## src/design/sli_pkg.sv

```systemverilog
// shared types and constants for the sorted list core
package sli_pkg;

    localparam int VALUE_W = 32;

    localparam logic [1:0] OP_INSERT = 2'd0;
    localparam logic [1:0] OP_DELETE = 2'd1;
    localparam logic [1:0] OP_DUMP   = 2'd2;

    localparam logic [2:0] ST_INSERTED = 3'd0;
    localparam logic [2:0] ST_DROPPED  = 3'd1;
    localparam logic [2:0] ST_DELETED  = 3'd2;
    localparam logic [2:0] ST_ENTRY    = 3'd3;
    localparam logic [2:0] ST_EMPTY    = 3'd4;

    typedef struct packed {
        logic [1:0]                 op;
        logic signed [VALUE_W-1:0] value;
    } t_in_item;

    typedef struct packed {
        logic signed [VALUE_W-1:0] result_value;
        logic [2:0]                 status;
        logic [4:0]                 removed_count;
        logic                       is_last;
    } t_out_item;

    // command broadcast to every cell of the chain
    typedef struct packed {
        logic                       ins;
        logic                       del;
        logic                       rot;
        logic signed [VALUE_W-1:0] key;
    } t_cell_ctl;

    typedef enum logic [1:0] {
        S_IDLE,
        S_INSERT,
        S_DELETE,
        S_DUMP
    } t_state;

endpackage

```

## src/design/sorted_list_insert_delete_core.sv

```systemverilog
// top level: sorted list of signed Q16.16 values held in a chain of cells
//
// Input: an item {op, value} transfers at a rising edge with i_start high and
// o_busy low. op insert places value in ascending order, delete removes all
// entries equal to value, dump walks the list out in ascending order.
// Output: each result is shown for one cycle with o_strobe high; the last
// result of an item has is_last set. The receiver cannot stall the block.
// Sequence, counted from the accepting edge:
//   insert: dropped when full, else one chain update; result registered with it
//   delete: one cell shift per cycle while a match remains, then the result
//   dump:   one entry per cycle off the head cell while the chain rotates
//   empty dump: result straight from idle; unused op code: no result
// The rate is set by the chain moving entries one neighbor step per cycle.
// Reset (synchronous, active low) marks every cell empty and the count zero.
module sorted_list_insert_delete_core #(
    parameter int CAPACITY = 16
) (
    input  logic               i_clk,
    input  logic               i_rst_n,
    input  logic               i_start,
    input  sli_pkg::t_in_item  i_item,
    output logic               o_busy,
    output logic               o_strobe,
    output sli_pkg::t_out_item o_result
);

    sli_pkg::t_cell_ctl                  w_ctl;
    logic signed [sli_pkg::VALUE_W-1:0] w_val   [CAPACITY];
    logic                                w_valid [CAPACITY];
    logic                                w_take  [CAPACITY];
    logic [CAPACITY-1:0]                 w_eq;

    genvar gi;
    generate
        for (gi = 0; gi < CAPACITY; gi++) begin : g_cell
            logic signed [sli_pkg::VALUE_W-1:0] w_lv;
            logic                                w_lvalid;
            logic                                w_ltake;
            logic signed [sli_pkg::VALUE_W-1:0] w_rv;
            logic                                w_rvalid;
            logic                                w_eq_bit;

            if (gi == 0) begin : g_first
                assign w_lv     = '0;
                assign w_lvalid = 1'b1;
                assign w_ltake  = 1'b0;
            end else begin : g_mid_l
                assign w_lv     = w_val[gi-1];
                assign w_lvalid = w_valid[gi-1];
                assign w_ltake  = w_take[gi-1];
            end

            if (gi == CAPACITY - 1) begin : g_last
                assign w_rv     = '0;
                assign w_rvalid = 1'b0;
            end else begin : g_mid_r
                assign w_rv     = w_val[gi+1];
                assign w_rvalid = w_valid[gi+1];
            end

            sli_cell u_cell (
                .i_clk         (i_clk),
                .i_rst_n       (i_rst_n),
                .i_ctl         (w_ctl),
                .i_left_val    (w_lv),
                .i_left_valid  (w_lvalid),
                .i_left_take   (w_ltake),
                .i_right_val   (w_rv),
                .i_right_valid (w_rvalid),
                .i_head_val    (w_val[0]),
                .o_val         (w_val[gi]),
                .o_valid       (w_valid[gi]),
                .o_take        (w_take[gi]),
                .o_eq          (w_eq_bit)
            );

            assign w_eq[gi] = w_eq_bit;
        end
    endgenerate

    sli_ctrl #(
        .CAPACITY (CAPACITY)
    ) u_ctrl (
        .i_clk       (i_clk),
        .i_rst_n     (i_rst_n),
        .i_start     (i_start),
        .i_item      (i_item),
        .i_any_match (|w_eq),
        .i_head_val  (w_val[0]),
        .o_ctl       (w_ctl),
        .o_busy      (o_busy),
        .o_strobe    (o_strobe),
        .o_result    (o_result)
    );

endmodule

```

## src/design/sli_cell.sv

```systemverilog
// one cell of the sorted chain: holds an entry and trades it with its neighbors
module sli_cell (
    input  logic                                 i_clk,
    input  logic                                 i_rst_n,
    input  sli_pkg::t_cell_ctl                   i_ctl,
    input  logic signed [sli_pkg::VALUE_W-1:0]  i_left_val,
    input  logic                                 i_left_valid,
    input  logic                                 i_left_take,
    input  logic signed [sli_pkg::VALUE_W-1:0]  i_right_val,
    input  logic                                 i_right_valid,
    input  logic signed [sli_pkg::VALUE_W-1:0]  i_head_val,
    output logic signed [sli_pkg::VALUE_W-1:0]  o_val,
    output logic                                 o_valid,
    output logic                                 o_take,
    output logic                                 o_eq
);

    logic signed [sli_pkg::VALUE_W-1:0] r_val;
    logic signed [sli_pkg::VALUE_W-1:0] n_val;
    logic                                r_valid;
    logic                                n_valid;
    logic                                w_gt;
    logic                                w_ge;

    assign w_gt    = r_valid && (r_val > i_ctl.key);
    assign w_ge    = r_valid && (r_val >= i_ctl.key);
    assign o_take  = w_gt || !r_valid;
    assign o_eq    = r_valid && (r_val == i_ctl.key);
    assign o_val   = r_val;
    assign o_valid = r_valid;

    always_comb begin
        n_val   = r_val;
        n_valid = r_valid;
        if (i_ctl.ins) begin
            // left neighbor moving right wins over the new key
            if (i_left_take) begin
                n_val = i_left_val;
            end else if (o_take) begin
                n_val = i_ctl.key;
            end
            n_valid = r_valid || i_left_valid;
        end else if (i_ctl.del) begin
            // drop the first matching entry, everything above slides left
            if (w_ge || !r_valid) begin
                n_val   = i_right_val;
                n_valid = i_right_valid;
            end
        end else if (i_ctl.rot) begin
            // rotate the valid prefix by one so the head walks through all entries
            if (r_valid) begin
                n_val = i_right_valid ? i_right_val : i_head_val;
            end
        end
    end

    always_ff @(posedge i_clk) begin
        if (!i_rst_n) begin
            r_valid <= 1'b0;
        end else begin
            r_valid <= n_valid;
        end
        r_val <= n_val;
    end

endmodule

```

## src/design/sli_ctrl.sv

```systemverilog
// sequencer: decodes commands, drives the cell chain and builds results
module sli_ctrl #(
    parameter int CAPACITY = 16
) (
    input  logic                                 i_clk,
    input  logic                                 i_rst_n,
    input  logic                                 i_start,
    input  sli_pkg::t_in_item                    i_item,
    input  logic                                 i_any_match,
    input  logic signed [sli_pkg::VALUE_W-1:0]  i_head_val,
    output sli_pkg::t_cell_ctl                   o_ctl,
    output logic                                 o_busy,
    output logic                                 o_strobe,
    output sli_pkg::t_out_item                   o_result
);

    localparam int CW = $clog2(CAPACITY + 1);

    sli_pkg::t_state                     r_state;
    sli_pkg::t_state                     n_state;
    logic signed [sli_pkg::VALUE_W-1:0] r_key;
    logic signed [sli_pkg::VALUE_W-1:0] n_key;
    logic [CW-1:0]                       r_count;
    logic [CW-1:0]                       n_count;
    logic [CW-1:0]                       r_rem;
    logic [CW-1:0]                       n_rem;
    logic                                r_strobe;
    logic                                n_strobe;
    sli_pkg::t_out_item                  r_result;
    sli_pkg::t_out_item                  n_result;

    always_ff @(posedge i_clk) begin
        if (!i_rst_n) begin
            r_state  <= sli_pkg::S_IDLE;
            r_count  <= '0;
            r_rem    <= '0;
            r_strobe <= 1'b0;
        end else begin
            r_state  <= n_state;
            r_count  <= n_count;
            r_rem    <= n_rem;
            r_strobe <= n_strobe;
        end
        r_key    <= n_key;
        r_result <= n_result;
    end

    always_comb begin
        n_state  = r_state;
        n_key    = r_key;
        n_count  = r_count;
        n_rem    = r_rem;
        n_strobe = 1'b0;
        n_result = '0;
        o_ctl     = '0;
        o_ctl.key = r_key;
        case (r_state)
            sli_pkg::S_IDLE: begin
                if (i_start) begin
                    n_key = i_item.value;
                    case (i_item.op)
                        sli_pkg::OP_INSERT: begin
                            n_state = sli_pkg::S_INSERT;
                        end
                        sli_pkg::OP_DELETE: begin
                            n_state = sli_pkg::S_DELETE;
                            n_rem   = '0;
                        end
                        sli_pkg::OP_DUMP: begin
                            if (r_count == '0) begin
                                n_strobe         = 1'b1;
                                n_result.status  = sli_pkg::ST_EMPTY;
                                n_result.is_last = 1'b1;
                            end else begin
                                n_state = sli_pkg::S_DUMP;
                                n_rem   = r_count;
                            end
                        end
                        default: begin
                        end
                    endcase
                end
            end
            sli_pkg::S_INSERT: begin
                n_strobe         = 1'b1;
                n_result.is_last = 1'b1;
                if (r_count == CW'(CAPACITY)) begin
                    n_result.status = sli_pkg::ST_DROPPED;
                end else begin
                    o_ctl.ins       = 1'b1;
                    n_count         = r_count + 1'b1;
                    n_result.status = sli_pkg::ST_INSERTED;
                end
                n_state = sli_pkg::S_IDLE;
            end
            sli_pkg::S_DELETE: begin
                // one matching entry leaves per cycle
                if (i_any_match) begin
                    o_ctl.del = 1'b1;
                    n_rem     = r_rem + 1'b1;
                    n_count   = r_count - 1'b1;
                end else begin
                    n_strobe               = 1'b1;
                    n_result.status        = sli_pkg::ST_DELETED;
                    n_result.removed_count = 5'(r_rem);
                    n_result.is_last       = 1'b1;
                    n_state                = sli_pkg::S_IDLE;
                end
            end
            sli_pkg::S_DUMP: begin
                o_ctl.rot             = 1'b1;
                n_strobe              = 1'b1;
                n_result.result_value = i_head_val;
                n_result.status       = sli_pkg::ST_ENTRY;
                n_result.is_last      = (r_rem == CW'(1));
                n_rem                 = r_rem - 1'b1;
                if (r_rem == CW'(1)) begin
                    n_state = sli_pkg::S_IDLE;
                end
            end
            default: begin
                n_state = sli_pkg::S_IDLE;
            end
        endcase
    end

    assign o_busy   = (r_state != sli_pkg::S_IDLE);
    assign o_strobe = r_strobe;
    assign o_result = r_result;

    a_count_bound: assert property (@(posedge i_clk) disable iff (!i_rst_n)
        r_count <= CW'(CAPACITY))
        else $error("entry count beyond capacity");

    a_insert_result: assert property (@(posedge i_clk) disable iff (!i_rst_n)
        (r_state == sli_pkg::S_INSERT) |=> (r_strobe && r_result.is_last))
        else $error("insert did not give a final result");

    a_insert_count: assert property (@(posedge i_clk) disable iff (!i_rst_n)
        (r_strobe && r_result.status == sli_pkg::ST_INSERTED) |->
            (r_count == $past(r_count) + 1'b1))
        else $error("insert transfer without count step");

    a_dump_end: assert property (@(posedge i_clk) disable iff (!i_rst_n)
        (r_state == sli_pkg::S_DUMP && r_rem == CW'(1)) |=>
            (r_state == sli_pkg::S_IDLE && r_result.is_last))
        else $error("dump did not end on its last entry");

endmodule

```

## config.mk

```make
export PLATFORM = sky130hd
export DESIGN_NAME = sorted_list_insert_delete_core
export DESIGN_NICKNAME = d
export VERILOG_FILES = /design/src/design/sli_pkg.sv /design/src/design/sorted_list_insert_delete_core.sv /design/src/design/sli_cell.sv /design/src/design/sli_ctrl.sv
export SDC_FILE = /design/constraint.sdc
export NUM_CORES = 2
export LEC_CHECK = 0
export BUFFER_PORTS_ARGS = -buffer_cell sky130_fd_sc_hd__buf_2
export CAP_MARGIN = 20
export CORE_ASPECT_RATIO = 2
export CORE_MARGIN = 10
export CORE_UTILIZATION = 45
export CTS_CLUSTER_DIAMETER = 50
export CTS_CLUSTER_SIZE = 24
export DETAILED_ROUTE_END_ITERATION = 10
export MAX_ROUTING_LAYER = met4
export PLACE_DENSITY = 0.67
export SYNTH_ARGS = -nofsm -noshare
export SYNTH_HDL_FRONTEND = slang
export SYNTH_HIERARCHICAL = 1
export SYNTH_SLANG_ARGS = --single-unit
```

## constraint.sdc

```tcl
create_clock -name i_clk -period 9.6 [get_ports i_clk]
set_input_delay 0 -clock i_clk [delete_from_list [all_inputs] [get_ports i_clk]]
set_output_delay 0 -clock i_clk [all_outputs]
set_load 0.005 [all_outputs]
```

* Word level (Yosys, flattened, before mapping)
Cells that the tools add are included.
** Storage, ports and cells
- Input bits :: 37
- Bits in registers :: 614
- Output and inout bits :: 43
** Operators by class
- $add $sub $neg :: 4
- Mux-type cells :: 205
- Reductions and logical operators :: 190
- Order comparisons :: 32
- Bitwise operators :: 1
- Equality and inequality tests :: 63
** Operators by type and width (count)
- two-way mux 32 bit :: 126
- == test 32 bit :: 16
- >= comparator 32 bit :: 16
- greater-than comparator 32 bit :: 16
- != test 3 x 1 -> 1 bit (second input constant) :: 29
- AND reduction 4 bit :: 15
- two-way mux 1 bit :: 58
- nonzero test 3 bit :: 18
- logical AND 1 bit :: 48
- logical OR 1 bit :: 47
- nonzero test 2 bit :: 19
- AND reduction 2 bit :: 17
- two-way mux 5 bit :: 5
- one-hot mux 5 bit (2 select lines) :: 2
- OR reduction 17 bit :: 1
- logical NOT 1 bit :: 16
- OR reduction 16 bit :: 1
- one-hot mux 5 bit (3 select lines) :: 1
- AND reduction 5 bit :: 3
- one-hot mux 3 bit (4 select lines) :: 1
- adder 5 x 1 -> 5 bit (second input constant) :: 2
- subtractor 5 x 1 -> 5 bit (second input constant) :: 2
- two-way mux 3 bit :: 3
- two-way mux 2 bit :: 4
- 19 further kinds :: 29

* Depth between registers and ports, before layout
- Depth in word-level cells :: 7
- Depth in mapped cells :: 16
- Mapped depth without buffers :: 15

* Hierarchy
The synthesis kept the hierarchy.
** By module, submodules not included
- sli_cell (g_cell[0].u_cell ...) :: sequential area each 980.9 µm², cells an instance 311, times used 13, area an instance 2902.8 µm²
- sli_cell (g_cell[7].u_cell ...) :: sequential area each 980.9 µm², cells an instance 309, times used 3, area an instance 2931.6 µm²
- sli_ctrl :: sequential area each 2042.0 µm², cells an instance 249, times used 1, area an instance 3091.7 µm²
- sorted_list_insert_delete_core :: sequential area each 0.0 µm², cells an instance 7, times used 1, area an instance 38.8 µm²

* Least setup slack after synthesis
OpenSTA, ideal clock, no wires.
- Kind :: register -> register
- Start point :: reg u_ctrl/r_key[27] (netlist name)
- End point :: reg g_cell[0].u_cell.r_val (netlist bit g_cell[0].u_cell/o_val[0]) (enable)
- Required time :: 9.159 ns
- Data arrival time :: 5.685 ns
- Period minus slack after synthesis :: 6.126 ns
- Path slack :: 3.474 ns
- Stages on the path, launching flop included :: 14
- Path buffers :: 0
- Cells stage by stage :: edfxtp_1 inv_1 ha_1 nand4_1 nor4_2 nand3_2 nor4_4 and2_1 nor4_1 nand4_1 nand3b_1 inv_1 a211oi_1 a31oi_1
** RTL lines
- start: declaration :: RTL line sli_ctrl.sv:21 : logic signed [sli_pkg::VALUE_W-1:0] r_key;
- start signal: assignment :: RTL line sli_ctrl.sv:44 : r_key <= n_key;
- end signal: assignment :: RTL line sli_cell.sv:63 : r_val <= n_val;
- end: declaration :: RTL line sli_cell.sv:18 : logic signed [sli_pkg::VALUE_W-1:0] r_val;

==> results.txt <==
----------------------------------------------------
[Status]
  Result of the run ... finished, final reports clean

[Routing]
  Number of remaining DRC errors ... 0
  Total wire length after detailed routing ... 176000 um
  Iteration-0 DRC Markers ... 3158
  WL per Instance ... 25.8 um
  Drt first pass iters ... 6
  Detail-routed via count per cell ... 6.29
  Via count ... 42800
  Post-detailed-route count of antenna-violating nets ... 0

[Power]
  Static power due to leakage ... 25.0 nW
  Sequential fraction of design power ... 0.391
  Share of total power in the clock network ... 0.252
  Combinational group share of total power ... 0.357
  Switching share of power ... 0.395
  Net switching power figure ... 3.90 mW
  Ratio of total power to cell area ... 179 nW/um^2
  Internal power ... 5.97 mW
  Max IR drop VDD ... 0.179 mV

[Setup path]
  Class of the most critical setup path ... flip-flop to flip-flop
  Endpoint type of the worst setup path ... flip-flop
  Worst R2R Path Depth ... 19
  Crit path to ... g_cell[13].u_cell/o_val[7]$_DFFE_PP_
  Largest fanout on the critical path ... 52
  Crit-path slowest cell ... edfxtp_1
  Most numerous cell on the critical path ... buf_4
  Nature of the critical path startpoint ... flip-flop
  CP Buf/Inv Count ... 8
  Critical Path Source ... u_ctrl/r_key[9]$_DFFE_PP_
  Worst path top cell family by delay ... simple AND/OR/NAND/NOR gates
  Reg-to-reg slack, setup ... 2.22 ns
  Endpoint of the lowest-slack register-to-register path ... g_cell[13].u_cell/o_val[7]$_DFFE_PP_
  Cell-by-cell listing of the critical path ... buf_4, buf_4, inv_1, ha_1, nand4_1, nor4_1, buf_2, buf_4, and3_1, nor4_1, nand4_1, nand3b_1, clkinv_2, buf_12, nor2_4, buf_4, nor2b_1, a211oi_1, a21oi_1
  Worst Path Required ... 10.02 ns
  Logic depth of the worst setup path including buffers ... 19
  CP peak stage delay ... 0.81 ns
  Data arrival time of the critical path ... 7.80 ns
  Reg2Reg Launch Point ... u_ctrl/r_key[9]$_DFFE_PP_

[Clocking]
  Count of clock tree sinks ... 614
  Number of buffers created by CTS ... 55
  Number of hold buffers added after cts ... 52
  CTS H-tree lvls ... 2
  CTS Root Buffer Type ... clkbuf_16
  CTS Buffer Depth ... 3
  Resized cells post-CTS ... 0
  Setup fix buffers added after clock tree synthesis ... 0
  Insertion delay to the later sink of the worst-skew pair ... 0.71 ns
  Clock-pin slew reported for the worst setup and hold paths after clock tree synthesis ... 0.08 ns
  Clock tree from TritonCTS ... yes

[Floorplan]
  I/O Pins ... 80
  Area of the core region ... 110000 um^2
  Die H ... 490 um
  Die Width ... 255 um
  Initial standard-cell utilization of the core ... 0.452
  Site row count ... 172
  DIE AREA ... 125000 um^2

[STA]
  Fin crit share ... 0.769
  Number of endpoints failing setup at the final stage ... 0
  Fmax ... 135 MHz
  Hold Worst Slack ... 0.0459 ns
  Fin. max-slew vios ... 0
  Crit path time final ... 7.38 ns
  Total negative slack for setup checks ... 0 ns
  Slew of the pin with the lowest slew margin ... 1.27 ns
  Slew Limit Headroom ... 0.143
  RSZ-0062 raised after global routing ... no
  Final setup skew ... 0.0730 ns
  Number of hold-slack violations in the final timing report ... 0

[Global routing]
  Global-route layer with the greatest usage ... met2
  GRT met1 Usage ... 0.264
  Antenna violations before repair ... 14
  Via count of the first global-routing pass ... 42500
  Global route total overflow ... 0
  Met2 layer usage reported by global route ... 0.496
  Met3 track demand over resource ... 0.0450
  First-pass GRT wire length ... 262000 um
  Pin count of the biggest net entering global routing ... 216
  Combined global-route utilization of all metal layers ... 0.286

[Finish]
  Nets ... 5893
  Layout cell share with drive strength beyond 1 ... 0.0846
  Area Growth Syn to Fin ... 11.1%

[Logic synthesis]
  Cell area after synthesis ... 49700 um^2
  Count of mapped cells out of synthesis ... 5225
  Average cell area after synthesis ... 9.50 um^2
  Yosys warning total ... 6

[Placed design]
  RD Place Congestion ... 0.976
  Quantity of I/O buffers inserted on ports ... 79
  Estimated wirelength of the detail-placed design ... 131000 um

[Job]
  Maxcap violations ... 0

[Worst hold path]
  Hold/Removal Path Class ... primary input to flip-flop

----------------------------------------------------
## per-layer routing
metal  vias to the layer above  share of wire
li1                      19800              -
met1                     20400           0.33
met2                      1676           0.51
met3                       878          0.055
met4                         0           0.11
met5                         -              0
## state kept, by name, summed over array words and instances, names as in the netlist
register               flops
u_ctrl/r_count             5
u_ctrl/r_state             2
u_ctrl/o_strobe            1
u_ctrl/r_rem               5
u_ctrl/o_result           41
g_cell.u_cell/o_val      512
u_ctrl/r_key              32
g_cell.u_cell/o_valid     16
## per-stage QoR
step,cells,cell area (um^2),power [mW],setup slack (ns),utilization
6_report,6794,55100,9.87,2.22,0.502
5_1_grt,6792,55100,10.4,1.98,0.502
4_1_cts,6766,55000,9.81,2.66,0.502
3_5_place_dp,6612,52600,7.32,2.70,0.479
3_3_place_gp,6606,52400,7.19,2.76,0.478
2_1_floorplan,5291,49900,6.07,3.47,-
## layout by cell type (no fill, tap or decap), types with 19 or more instances in the layout
cell type	n
a211oi_1	532
a21o_1	47
a21oi_1	685
and3_1	46
buf_2	82
buf_4	139
clkbuf_16	56
conb_1	68
dfxtp_1	70
diode_2	24
dlygate4sd3_1	52
edfxtp_1	544
ha_1	522
inv_1	534
mux2i_1	516
nand2_1	139
nand2b_1	27
nand3_1	53
nand4_1	133
nor2_1	71
nor2b_1	542
nor3_1	19
nor4_1	50
o211ai_1	27
o21ai_0	59
or3_1	28
## worst min path at each step
stage                         start                        end  slack (ns)  depth (start not counted)
after floorplan           i_item[0]  u_ctrl/r_key[0]$_DFFE_PP_         0.1                          0
after global placement    i_item[1]  u_ctrl/r_key[1]$_DFFE_PP_        0.18                          1
after detailed placement  i_item[1]  u_ctrl/r_key[1]$_DFFE_PP_        0.18                          1
after CTS                 i_item[6]  u_ctrl/r_key[6]$_DFFE_PP_        0.03                          2
after global routing      i_item[6]  u_ctrl/r_key[6]$_DFFE_PP_        0.05                          2
final                     i_item[6]  u_ctrl/r_key[6]$_DFFE_PP_        0.05                          2
## power groups by stage
stage	clock network [mW]	registers (mW)	logic (mW)
2_1_floorplan	0	3.87	2.20
3_3_place_gp	0	3.91	3.28
3_5_place_dp	0	3.91	3.40
4_1_cts	2.53	3.85	3.44
5_1_grt	2.61	3.89	3.86
6_report	2.49	3.86	3.52
## worst register-to-register path: cells and delay by family (launching register included)
family          cells  cell delay, ns
buf+inv             8            2.59
fa+ha+maj           1            0.31
compound gates      2            0.38
simple gates        8            3.04
flops               1            0.81
## area by class of cell
cell class / instances / area [um^2]
Fill cell: 10100 / 54600
Clock buffer: 60 / 1430
Sequential cell: 614 / 17700
Tap cell: 1392 / 1740
Antenna cell: 24 / 60.1
Multi-Input combinational cell: 3840 / 29400
Inverter: 537 / 2020
Clock inverter: 42 / 515
Timing Repair Buffer: 285 / 2240
Note: power is estimated with default switching activity, not from simulation.
